--- src/sv/cwips_pkg.sv ---
// shared types and constants for the coil write and input poll scheduler
package cwips_pkg;

    localparam int INPUT_COUNT = 6;

    localparam int TIMER_W = 11;
    localparam int ERR_W   = 8;
    localparam int IVL_W   = 10;
    localparam int ADDR_W  = 16;
    localparam int BITS_W  = 6;
    localparam int CFG_IDX_W  = 3;
    localparam int CFG_DATA_W = 16;

    localparam logic [BITS_W-1:0] SENSOR_MASK = (INPUT_COUNT >= BITS_W) ?
        {BITS_W{1'b1}} : BITS_W'((1 << INPUT_COUNT) - 1);

    localparam logic [TIMER_W-1:0] TIMER_MAX = {TIMER_W{1'b1}};
    localparam logic [ERR_W-1:0]   ERR_MAX   = {ERR_W{1'b1}};

    localparam logic [CFG_IDX_W-1:0] REG_FAST_INTERVAL      = 3'd0;
    localparam logic [CFG_IDX_W-1:0] REG_SLOW_INTERVAL      = 3'd1;
    localparam logic [CFG_IDX_W-1:0] REG_ERROR_LIMIT        = 3'd2;
    localparam logic [CFG_IDX_W-1:0] REG_COIL_BASE_ADDRESS  = 3'd3;
    localparam logic [CFG_IDX_W-1:0] REG_INPUT_BASE_ADDRESS = 3'd4;

    typedef enum logic [1:0] {
        KIND_NONE  = 2'd0,
        KIND_RESET = 2'd1,
        KIND_MOTOR = 2'd2,
        KIND_READ  = 2'd3
    } kind_t;

    typedef struct packed {
        logic              motor_target;
        logic              reset_request;
        logic              response_valid;
        logic              response_ok;
        logic [BITS_W-1:0] response_bits;
    } in_item_t;

    typedef struct packed {
        logic              request_valid;
        logic              request_is_write;
        logic [ADDR_W-1:0] request_address;
        logic              coil_value;
        logic              comms_ok;
        logic              motor_on;
        logic [BITS_W-1:0] sensor_bits;
    } out_item_t;

    typedef struct packed {
        logic [IVL_W-1:0]  fast_interval;
        logic [IVL_W-1:0]  slow_interval;
        logic [ERR_W-1:0]  error_limit;
        logic [ADDR_W-1:0] coil_base_address;
        logic [ADDR_W-1:0] input_base_address;
    } cfg_t;

    typedef struct packed {
        logic               last_sent_motor;
        logic               reset_pending;
        logic [TIMER_W-1:0] poll_timer;
        logic [ERR_W-1:0]   error_count;
        logic               force_read;
        logic               link_healthy;
        logic               motor_confirmed;
        logic [BITS_W-1:0]  sensor_store;
        kind_t              outstanding_kind;
        logic               outstanding_value;
        logic               outstanding_had_pending;
    } sched_state_t;

    localparam sched_state_t STATE_RESET = '{
        last_sent_motor:         1'b1,
        reset_pending:           1'b0,
        poll_timer:              '0,
        error_count:             '0,
        force_read:              1'b0,
        link_healthy:            1'b0,
        motor_confirmed:         1'b0,
        sensor_store:            '0,
        outstanding_kind:        KIND_NONE,
        outstanding_value:       1'b0,
        outstanding_had_pending: 1'b0
    };

endpackage

--- src/sv/coil_write_and_input_poll_scheduler.sv ---
// top level of the field-bus master coil write and input poll scheduler
//
// one request on s_ per millisecond tick carries the motor command level, the
// alarm-reset pulse and the response to the outstanding bus transaction, if any
// each accepted request yields exactly one result on m_: whether a bus
// transaction is issued, its kind, address and coil value, plus the link health,
// the confirmed motor state and the last read discrete inputs
// the input request is captured in an input register, the scheduler state is
// updated as it moves into the result register, which drives m_
// throughput is one request per cycle while the receiver keeps m_ready high,
// set by the single state update per cycle
// s_ready stays high while the result register is empty or being drained; if the
// receiver stalls, one more request is held in the input register and then
// s_ready drops until m_ready returns
// configuration is a plain write port, used only while the block is idle
// reset (aresetn low, synchronous) empties both registers and returns the
// configuration and scheduler state to their defaults
module coil_write_and_input_poll_scheduler (
    input  logic                              aclk,
    input  logic                              aresetn,
    input  logic                              s_valid,
    output logic                              s_ready,
    input  cwips_pkg::in_item_t               s_data,
    output logic                              m_valid,
    input  logic                              m_ready,
    output cwips_pkg::out_item_t              m_data,
    input  logic                              cfg_we,
    input  logic [cwips_pkg::CFG_IDX_W-1:0]   cfg_index,
    input  logic [cwips_pkg::CFG_DATA_W-1:0]  cfg_wdata
);
    import cwips_pkg::*;

    cfg_t      cfg;
    in_item_t  in_data_reg;
    logic      in_valid_reg;
    logic      in_valid_next;
    out_item_t out_data_reg;
    logic      out_valid_reg;
    logic      out_valid_next;
    out_item_t result;
    logic      advance;

    cwips_cfg u_cfg (
        .aclk      (aclk),
        .aresetn   (aresetn),
        .cfg_we    (cfg_we),
        .cfg_index (cfg_index),
        .cfg_wdata (cfg_wdata),
        .cfg       (cfg)
    );

    cwips_core u_core (
        .aclk    (aclk),
        .aresetn (aresetn),
        .advance (advance),
        .item    (in_data_reg),
        .cfg     (cfg),
        .result  (result)
    );

    assign advance = in_valid_reg && (!out_valid_reg || m_ready);
    assign s_ready = !in_valid_reg || advance;

    always_comb begin
        in_valid_next  = (s_valid && s_ready) || (in_valid_reg && !advance);
        out_valid_next = advance || (out_valid_reg && !m_ready);
    end

    always_ff @(posedge aclk) begin
        if (!aresetn) begin
            in_valid_reg  <= 1'b0;
            out_valid_reg <= 1'b0;
        end else begin
            in_valid_reg  <= in_valid_next;
            out_valid_reg <= out_valid_next;
        end
    end

    always_ff @(posedge aclk) begin
        if (s_valid && s_ready) begin
            in_data_reg <= s_data;
        end
        if (advance) begin
            out_data_reg <= result;
        end
    end

    assign m_valid = out_valid_reg;
    assign m_data  = out_data_reg;

endmodule

--- src/sv/cwips_cfg.sv ---
// configuration register bank
module cwips_cfg (
    input  logic                              aclk,
    input  logic                              aresetn,
    input  logic                              cfg_we,
    input  logic [cwips_pkg::CFG_IDX_W-1:0]   cfg_index,
    input  logic [cwips_pkg::CFG_DATA_W-1:0]  cfg_wdata,
    output cwips_pkg::cfg_t                   cfg
);
    import cwips_pkg::*;

    cfg_t cfg_reg;
    cfg_t cfg_next;

    always_comb begin
        cfg_next = cfg_reg;
        if (cfg_we) begin
            case (cfg_index)
                REG_FAST_INTERVAL:      cfg_next.fast_interval      = cfg_wdata[IVL_W-1:0];
                REG_SLOW_INTERVAL:      cfg_next.slow_interval      = cfg_wdata[IVL_W-1:0];
                REG_ERROR_LIMIT:        cfg_next.error_limit        = cfg_wdata[ERR_W-1:0];
                REG_COIL_BASE_ADDRESS:  cfg_next.coil_base_address  = cfg_wdata[ADDR_W-1:0];
                REG_INPUT_BASE_ADDRESS: cfg_next.input_base_address = cfg_wdata[ADDR_W-1:0];
                default: ;
            endcase
        end
    end

    always_ff @(posedge aclk) begin
        if (!aresetn) begin
            cfg_reg.fast_interval      <= IVL_W'(5);
            cfg_reg.slow_interval      <= IVL_W'(100);
            cfg_reg.error_limit        <= ERR_W'(15);
            cfg_reg.coil_base_address  <= '0;
            cfg_reg.input_base_address <= '0;
        end else begin
            cfg_reg <= cfg_next;
        end
    end

    assign cfg = cfg_reg;

endmodule

--- src/sv/cwips_core.sv ---
// scheduler state and the per-tick update and request decision
module cwips_core (
    input  logic                 aclk,
    input  logic                 aresetn,
    input  logic                 advance,
    input  cwips_pkg::in_item_t  item,
    input  cwips_pkg::cfg_t      cfg,
    output cwips_pkg::out_item_t result
);
    import cwips_pkg::*;

    sched_state_t state_reg;
    sched_state_t state_next;

    always_comb begin
        sched_state_t s;
        out_item_t    r;
        kind_t        kind;
        logic [IVL_W-1:0] period;
        logic         pending;

        s    = state_reg;
        r    = '0;
        kind = state_reg.outstanding_kind;

        // close the outstanding transaction
        if (item.response_valid && kind != KIND_NONE) begin
            s.outstanding_kind = KIND_NONE;
            if (item.response_ok) begin
                s.error_count  = '0;
                s.link_healthy = 1'b1;
                if (kind == KIND_MOTOR) begin
                    s.last_sent_motor = state_reg.outstanding_value;
                    s.motor_confirmed = state_reg.outstanding_value;
                end else if (kind == KIND_READ) begin
                    s.sensor_store = item.response_bits & SENSOR_MASK;
                end
            end else begin
                if (s.error_count != ERR_MAX) begin
                    s.error_count = s.error_count + ERR_W'(1);
                end
                if (kind != KIND_READ) begin
                    s.force_read = 1'b1;
                end
                if (s.error_count > cfg.error_limit) begin
                    s.link_healthy = 1'b0;
                end
            end
            if (kind == KIND_READ && state_reg.outstanding_had_pending) begin
                s.force_read = 1'b0;
            end
        end

        if (item.reset_request) begin
            s.reset_pending = 1'b1;
        end
        if (s.poll_timer != TIMER_MAX) begin
            s.poll_timer = s.poll_timer + TIMER_W'(1);
        end

        period  = (s.error_count != '0) ? cfg.slow_interval : cfg.fast_interval;
        pending = (item.motor_target != s.last_sent_motor) || s.reset_pending;

        if (s.poll_timer > {1'b0, period} && s.outstanding_kind == KIND_NONE) begin
            s.poll_timer    = '0;
            r.request_valid = 1'b1;
            if (pending && !s.force_read) begin
                r.request_is_write = 1'b1;
                if (s.reset_pending) begin
                    r.request_address   = cfg.coil_base_address + ADDR_W'(1);
                    r.coil_value        = 1'b1;
                    s.reset_pending     = 1'b0;
                    s.outstanding_kind  = KIND_RESET;
                    s.outstanding_value = 1'b1;
                end else begin
                    r.request_address   = cfg.coil_base_address;
                    r.coil_value        = item.motor_target;
                    s.outstanding_kind  = KIND_MOTOR;
                    s.outstanding_value = item.motor_target;
                end
                s.outstanding_had_pending = 1'b1;
            end else begin
                r.request_address         = cfg.input_base_address;
                s.outstanding_kind        = KIND_READ;
                s.outstanding_value       = 1'b0;
                s.outstanding_had_pending = pending;
            end
        end

        r.comms_ok  = s.link_healthy;
        r.motor_on  = s.motor_confirmed;
        r.sensor_bits = s.sensor_store;

        state_next = s;
        result     = r;
    end

    always_ff @(posedge aclk) begin
        if (!aresetn) begin
            state_reg <= STATE_RESET;
        end else if (advance) begin
            state_reg <= state_next;
        end
    end

endmodule

--- config.mk ---
export PLATFORM = sky130hd
export DESIGN_NAME = coil_write_and_input_poll_scheduler
export DESIGN_NICKNAME = d
export VERILOG_FILES = /design/src/sv/cwips_pkg.sv /design/src/sv/coil_write_and_input_poll_scheduler.sv /design/src/sv/cwips_cfg.sv /design/src/sv/cwips_core.sv
export SDC_FILE = /design/constraint.sdc
export NUM_CORES = 1
export LEC_CHECK = 0
export ABC_AREA = 1
export BUFFER_PORTS_ARGS = -buffer_cell sky130_fd_sc_hd__buf_2
export CAP_MARGIN = 30
export CORE_UTILIZATION = 59
export CTS_BUF_LIST = sky130_fd_sc_hd__clkbuf_16
export DETAILED_ROUTE_END_ITERATION = 6
export PLACE_DENSITY_LB_ADDON = 0.1
export SKIP_LAST_GASP = 1
export SLEW_MARGIN = 20
export SYNTH_ARGS = -nofsm -noshare
export SYNTH_HDL_FRONTEND = slang
export SYNTH_SLANG_ARGS = --single-unit
--- constraint.sdc ---
create_clock -name aclk -period 3.47 [get_ports aclk]
set_input_delay 0.694 -clock aclk [delete_from_list [all_inputs] [get_ports aclk]]
set_output_delay 0.694 -clock aclk [all_outputs]
set_load 0.01 [all_outputs]
# Yosys cells after proc, flatten, opt, wreduce, memory -nomap -nowiden
# Index checks and enable logic that the tools add are counted.
dict set report op_classes {
  n_addsub 3
  mul 0
  n_div 0
  n_lt_le_gt_ge 2
  n_eq_ne 10
  shifts 0
  mux 30
  n_bitwise 0
  n_reduce_logical 29
}
# cell n
set ops {}
lappend ops {{19-bit 2-to-1 mux} 2}
lappend ops {{8-bit 2-to-1 mux} 4}
lappend ops {{17-bit 2-to-1 mux} 1}
lappend ops {{16-bit by 1-bit adder with 16-bit output, second input constant} 1}
lappend ops {{16-bit 2-to-1 mux} 1}
lappend ops {{2-bit AND reduction} 7}
lappend ops {{1-bit 2-to-1 mux} 13}
lappend ops {{12-bit 2-to-1 mux} 1}
lappend ops {{6-bit 2-to-1 mux} 2}
lappend ops {{11-bit by 1-bit adder with 11-bit output, second input constant} 1}
lappend ops {{11-bit by 10-bit > comparator with 1-bit output} 1}
lappend ops {{11-bit 2-to-1 mux} 1}
lappend ops {{11-bit inequality test, second input constant} 1}
lappend ops {{10-bit 2-to-1 mux} 1}
lappend ops {{8-bit by 1-bit adder with 8-bit output, second input constant} 1}
lappend ops {{8-bit > comparator} 1}
lappend ops {{1-bit logical AND} 8}
lappend ops {{4-bit 2-to-1 mux} 2}
lappend ops {{8-bit inequality test, second input constant} 1}
lappend ops {{8-bit nonzero test} 1}
lappend ops {{7-bit 2-to-1 mux} 1}
lappend ops {{3-bit by 2-bit == test with 1-bit output, second input constant} 2}
lappend ops {{1-bit logical NOT} 5}
lappend ops {{1-bit logical OR} 5}
lappend ops {{other kinds (9)} 10}
dict set report totals {
  ff_bits 133
  latch_bits 0
  ram_bits 0
  rom_bits 0
  out_inout_bits 29
  elab_cells 104
  n_memories 0
}

# Logic depth before layout (Yosys ltp)
dict set report logic_depth {
  word_depth 13
  mapped_depth 27
}

# Cells and area by module
# Synthesis repeated with hierarchy kept, for this count alone.
dict set report unflattened {
  hier_cells 972
  hier_area_um2 7165.6
}
# module n_inst cells_per_inst area_per_inst_um2
set modules_own_cells {}
lappend modules_own_cells {cwips_core 1 574 3552.2}
lappend modules_own_cells {cwips_cfg 1 348 2407.3}
lappend modules_own_cells {coil_write_and_input_poll_scheduler 1 50 1206.2}

# Least setup slack after synthesis
# Ideal clock, no wire load.
dict set report synth_timing {
  path_type {reg-to-reg}
  from {register u_core.state_reg[13] (netlist name)}
  to {register out_data_reg, in the netlist m_data[16] (data pin)}
  setup_ns 0.261
  arrival_time_ns 2.747
  required_ns 3.209
  path_slack_ns 0.461
  path_stages_with_launch 24
  n_path_buf 1
  synth_period_minus_slack_ns 3.009
  cell_sequence {dfxtp_1 > ha_1 > nand2_2 > nor2_2 > xor2_1 > nand2_1 > nand2_1 > o21ai_1 > nor2_2 > nand3_2 > nand2_1 > nand2_1 > ha_1 > nand2_1 > inv_1 > a21oi_1 > nand2_1 > nand2_1 > nand2_1 > nand2_1 > nand2_1 > nand2_2 > buf_2 > a211oi_2}
}
dict set report synth_via {
  elab_chain_len 10
  elab_cells_between_ends 11
  cone_classes {1 x add/sub; 1 x order compare; 1 x eq/ne; 6 x mux; 2 x reduce/logical}
}
# element line_no
set synth_lines {}
lappend synth_lines {{start: declaration} cwips_core.sv:12} ;# sched_state_t state_reg;
lappend synth_lines {{start signal: assignment} cwips_core.sv:102} ;# state_reg <= state_next;
lappend synth_lines {{8-bit by 1-bit adder with 8-bit output or 8-bit inequality test (tied branches)} {cwips_core.sv:40, cwips_core.sv:39}}
lappend synth_lines {{8-bit 2-to-1 mux} cwips_core.sv:39} ;# if (s.error_count != ERR_MAX) begin
lappend synth_lines {{8-bit 2-to-1 mux} cwips_core.sv:29} ;# if (item.response_ok) begin
lappend synth_lines {{8-bit 2-to-1 mux} cwips_core.sv:27} ;# if (item.response_valid && kind != KIND_NONE) begin
lappend synth_lines {{8-bit 2-to-1 mux} cwips_core.sv:29}
lappend synth_lines {{19-bit 2-to-1 mux (*)} cwips_core.sv:27}
lappend synth_lines {{8-bit nonzero test (*)} cwips_core.sv:61} ;# period = (s.error_count != '0) ? cfg.slow_interval : cfg.fast_interval;
lappend synth_lines {{10-bit 2-to-1 mux (*)} cwips_core.sv:61}
lappend synth_lines {{11-bit by 10-bit > comparator with 1-bit output (*)} cwips_core.sv:64} ;# if (s.poll_timer > {1'b0, period} && s.outstanding_kind == KIND_NONE) begin
lappend synth_lines {{1-bit logical AND (*)} cwips_core.sv:64}
lappend synth_lines {{end signal: assignment} coil_write_and_input_poll_scheduler.sv:84} ;# out_data_reg <= result;
lappend synth_lines {{end: declaration} coil_write_and_input_poll_scheduler.sv:37} ;# out_item_t out_data_reg;
# Mark *: on every way between the ends. The rest lies on a longest branch, timed or not. The select of a mux whose other input is x is not followed.
# A chain may end at the register's enable or synchronous reset.

# Final worst setup path
dict set report layout_timing {
  from {register u_core.state_reg[13] (netlist name)}
  to {register out_data_reg, in the netlist m_data[21] (data pin)}
}
# The elaborated chain is that of the path after synthesis.

==> results_dict.tcl <==
set metrics [dict create \
    finalSetupTns_ns 0 \
    ys.flop_type "dfxtp_1" \
    dpl.hpwl_um 10820 \
    r2r.worst_path.cells 23 \
    grt_usage_pct 28.70 \
    insertion_delay_ns 0.42 \
    switching_power_w 0.0009508 \
    pwr-share-clk_pct 44.0 \
    fin_crit_ns 3.303 \
    power_frac_seq_pct 44.7 \
    arrival_ns 3.57 \
    worst_setup_path_startpoint "u_core.state_reg[13]" \
    p_leak_nw 3.455 \
    cpMostUsedCell "nand2_1" \
    antennaDiodeCount 0 \
    finalCoreUtilization_pct 71.99 \
    cp_num_cells 23 \
    use_met3_pct 5.872 \
    totalPowerFinal_w 0.003795 \
    powerDensity_nw_per_um2 486.3 \
    synth.avg_cell_area_um2 7.867 \
    drt_first_pass_iters 7 \
    cts_made_buffers 17 \
    synth_top_area_share_pct 29.29 \
    cp_cell_sequence "ha_4 > nand2_2 > nor2_4 > xor2_1 > nand2_1 > nand2_1 > o21ai_2 > nor2_4 > nand3_4 > nand2_1 > nand2_1 > ha_4 > nand3_1 > nand2_1 > nand2_1 > nand2_1 > nand2_1 > nand2_1 > nand2_2 > a21oi_4 > buf_6 > o21ai_2 > a21oi_2" \
    nets 965 \
    ir_drop_mv 0.3599 \
    r2r-start "u_core.state_reg[13]" \
    synth_edf_count 37 \
    synth_cells 834 \
    violations "DRC" \
    outcome "finished with violations" \
    r2r_slack_ns 0.17 \
    gp_congestion 0.8506 \
    end_kind "flip-flop" \
    clock_sinks 133 \
    grt_pass1_wl_um 25190 \
    cts_buffer_depth 2 \
    synth_area_leader_cell "dfxtp_1" \
    critical_path.endpoint "m_data[21]" \
    netlist_area_um2 6561 \
    core_um2 10840 \
    antenna_found_initial 0 \
    ys_types 43 \
    clk_pin_slew_worst_paths_ns 0.06 \
    avgRoutedWirePerCell_um 15.25 \
    hold_start "s_data[7]" \
    final_common_cell "nand2_1" \
    cpMaxStageDelayCell "dfxtp_4" \
    ys_warn_count 0 \
    cts_tree "built" \
    grtUsageMet1_pct 35.13 \
    first_iter_violations 360 \
    layout-drive-gt1-share_pct 18.85 \
    start_util_pct 60.53 \
    drv_slew 0 \
    mostFrequentLayoutCells "nand2_1, inv_1, dfxtp_1" \
    critPathTopFamily "simple AND/OR/NAND/NOR gates" \
    dieWidth_um 107.5 \
    port-buffer-count 62 \
    synth_nets 889 \
    use_met2_pct 49.08 \
    worstSetupPathType "flip-flop to flip-flop" \
    row_count 38 \
    worst_slew_pin_slew_ns 0.7311 \
    period_share_pct 95.18 \
    wl_um 16210 \
    internal-power_w 0.002844 \
    synth_area_leaders "dfxtp_1, edfxtp_1, nand2_1, a21oi_1, inv_1" \
    finalSetupViolCount 0 \
    final-hold-violation-count 0 \
    critical_path.max_fanout 7 \
    grt.busiest_layer "met2" \
    cp-start-kind "flip-flop" \
    switching_share_pct 25.06 \
    drtAntennaViolNets 0 \
    grt_max_degree 65 \
    cts-htree-levels 4 \
    fp.dieH_um 107.5 \
    critical-path-max-stage-delay_ns 0.38 \
    r2r-end "m_data[21]" \
    hold_path_class "primary input to flip-flop" \
    max-cap-violations 0 \
    largest_reg_flops 60 \
    ys_seq_area_share_pct 46.22 \
    required_ns 3.74 \
    combPwrFrac_pct 11.3 \
    area_growth_pct 18.94 \
    skew_ns 0.006057 \
    pin_count 63 \
    num_vias 5821 \
    yosys_register_bits 133 \
    root_buffer "clkbuf_16" \
    drc 1 \
    grt_overflow 0 \
    vias_per_cell 5.476 \
    slew_headroom_pct 51.20 \
    worst-path-buf-inv 1 \
    die_area_um2 11550 \
    timing.fmax_ghz 0.3028 \
    grt_pass1_vias 5282 \
    ys_async_sr_fraction_pct 0 \
]
worst reg2reg max path: stages, from the launching register on:
cell and delay [ns]:
dfxtp_4 0.38, ha_4 0.15, nand2_2 0.07, nor2_4 0.19
xor2_1 0.16, nand2_1 0.08, nand2_1 0.09, o21ai_2 0.09
nor2_4 0.25, nand3_4 0.13, nand2_1 0.07, nand2_1 0.09
ha_4 0.29, nand3_1 0.07, nand2_1 0.10, nand2_1 0.06
nand2_1 0.05, nand2_1 0.05, nand2_1 0.07, nand2_2 0.09
a21oi_4 0.25, buf_6 0.18, o21ai_2 0.06, a21oi_2 0.13
worst min path at each step:
stage,to,slack [ns],depth (start not counted)
after floorplan,u_cfg.cfg[50],0.43,2
after global placement,u_cfg.cfg[55],0.45,2
after detailed placement,u_cfg.cfg[44],0.45,2
after CTS,in_data_reg[7],0.43,1
after global routing,in_data_reg[7],0.43,1
final,in_data_reg[7],0.45,1
timing repair:
item | in CTS | in global routing
pin swaps | 2 | 10
endpoints found under the setup margin | 25 | 35
gates resized for setup | 3 | 35
gates cloned | 0 | 3
setup buffers | 1 | 9
hold buffers | 0 | 0
final cells by class:
type                            count  area, um2
Multi-Input combinational cell    549       3054
Clock buffer                       17      425.4
Sequential cell                   133       3040
Clock inverter                     15      126.4
Tap cell                          140      175.2
Timing Repair Buffer               88      528.0
Fill cell                         861       3037
Inverter                          121      454.2
metrics by stage:
| stage | hold slack [ns] | worst slack, ns | instances | instance area, um2 |
|---|---|---|---|---|
| 2_1_floorplan | 0.4292 | 0.4615 | 834 | 6561 |
| 3_3_place_gp | 0.4481 | 0.03861 | 1018 | 6992 |
| 3_5_place_dp | 0.4527 | -0.07186 | 1018 | 6992 |
| 4_1_cts | 0.4348 | -0.02150 | 1051 | 7566 |
| 5_1_grt | 0.4301 | -0.008709 | 1063 | 7804 |
| 6_report | 0.4488 | 0.1672 | 1063 | 7804 |
cells in the mapped netlist, types with 2 or more instances:
cell      count
nand2_1     136
inv_1       117
dfxtp_1      96
a21oi_1      89
o21ai_0      82
nor2_1       73
nand3_1      42
edfxtp_1     37
clkbuf_1     23
ha_1         21
xor2_1       18
nand4_1      16
o211ai_1     11
nor3_1        9
o21ai_2       9
nand2_2       7
a21oi_2       5
buf_2         4
nor2_2        4
inv_2         3
nor2_4        3
a211oi_1      2
buf_4         2
buf_6         2
nand3_2       2
o21a_1        2
o21ai_1       2
xnor2_1       2
power groups by stage:
stage / clock [W] / combinational (W) / sequential (W)
global placement: 0 / 0.000373 / 0.00172
global route: 0.00175 / 0.000476 / 0.00170
floorplan: 0 / 0.000260 / 0.00173
finish: 0.00167 / 0.000428 / 0.00170
detailed placement: 0 / 0.000388 / 0.00173
CTS: 0.00170 / 0.000397 / 0.00169
layer usage:
metal | part of all wire [%] | routed length, um
met3 | 5.9 | 955
met1 | 43 | 6905
met4 | 2.0 | 323
met2 | 50 | 8029
met5 | 0 | 0
cell families (layout without fill, tap and decap cells):
group / count (synthesis) / count (layout) / share of synthesized area, %
buffers and inverters: 154 / 241 / 9.477
AOI/OAI and AO/OA: 207 / 207 / 17.54
DFF: 133 / 133 / 46.22
xor gates and xnor gates: 20 / 20 / 2.670
and+or+nand+nor: 299 / 301 / 20.08
adders and majority gates: 21 / 21 / 4.005
(Power assumes the default switching activity.)
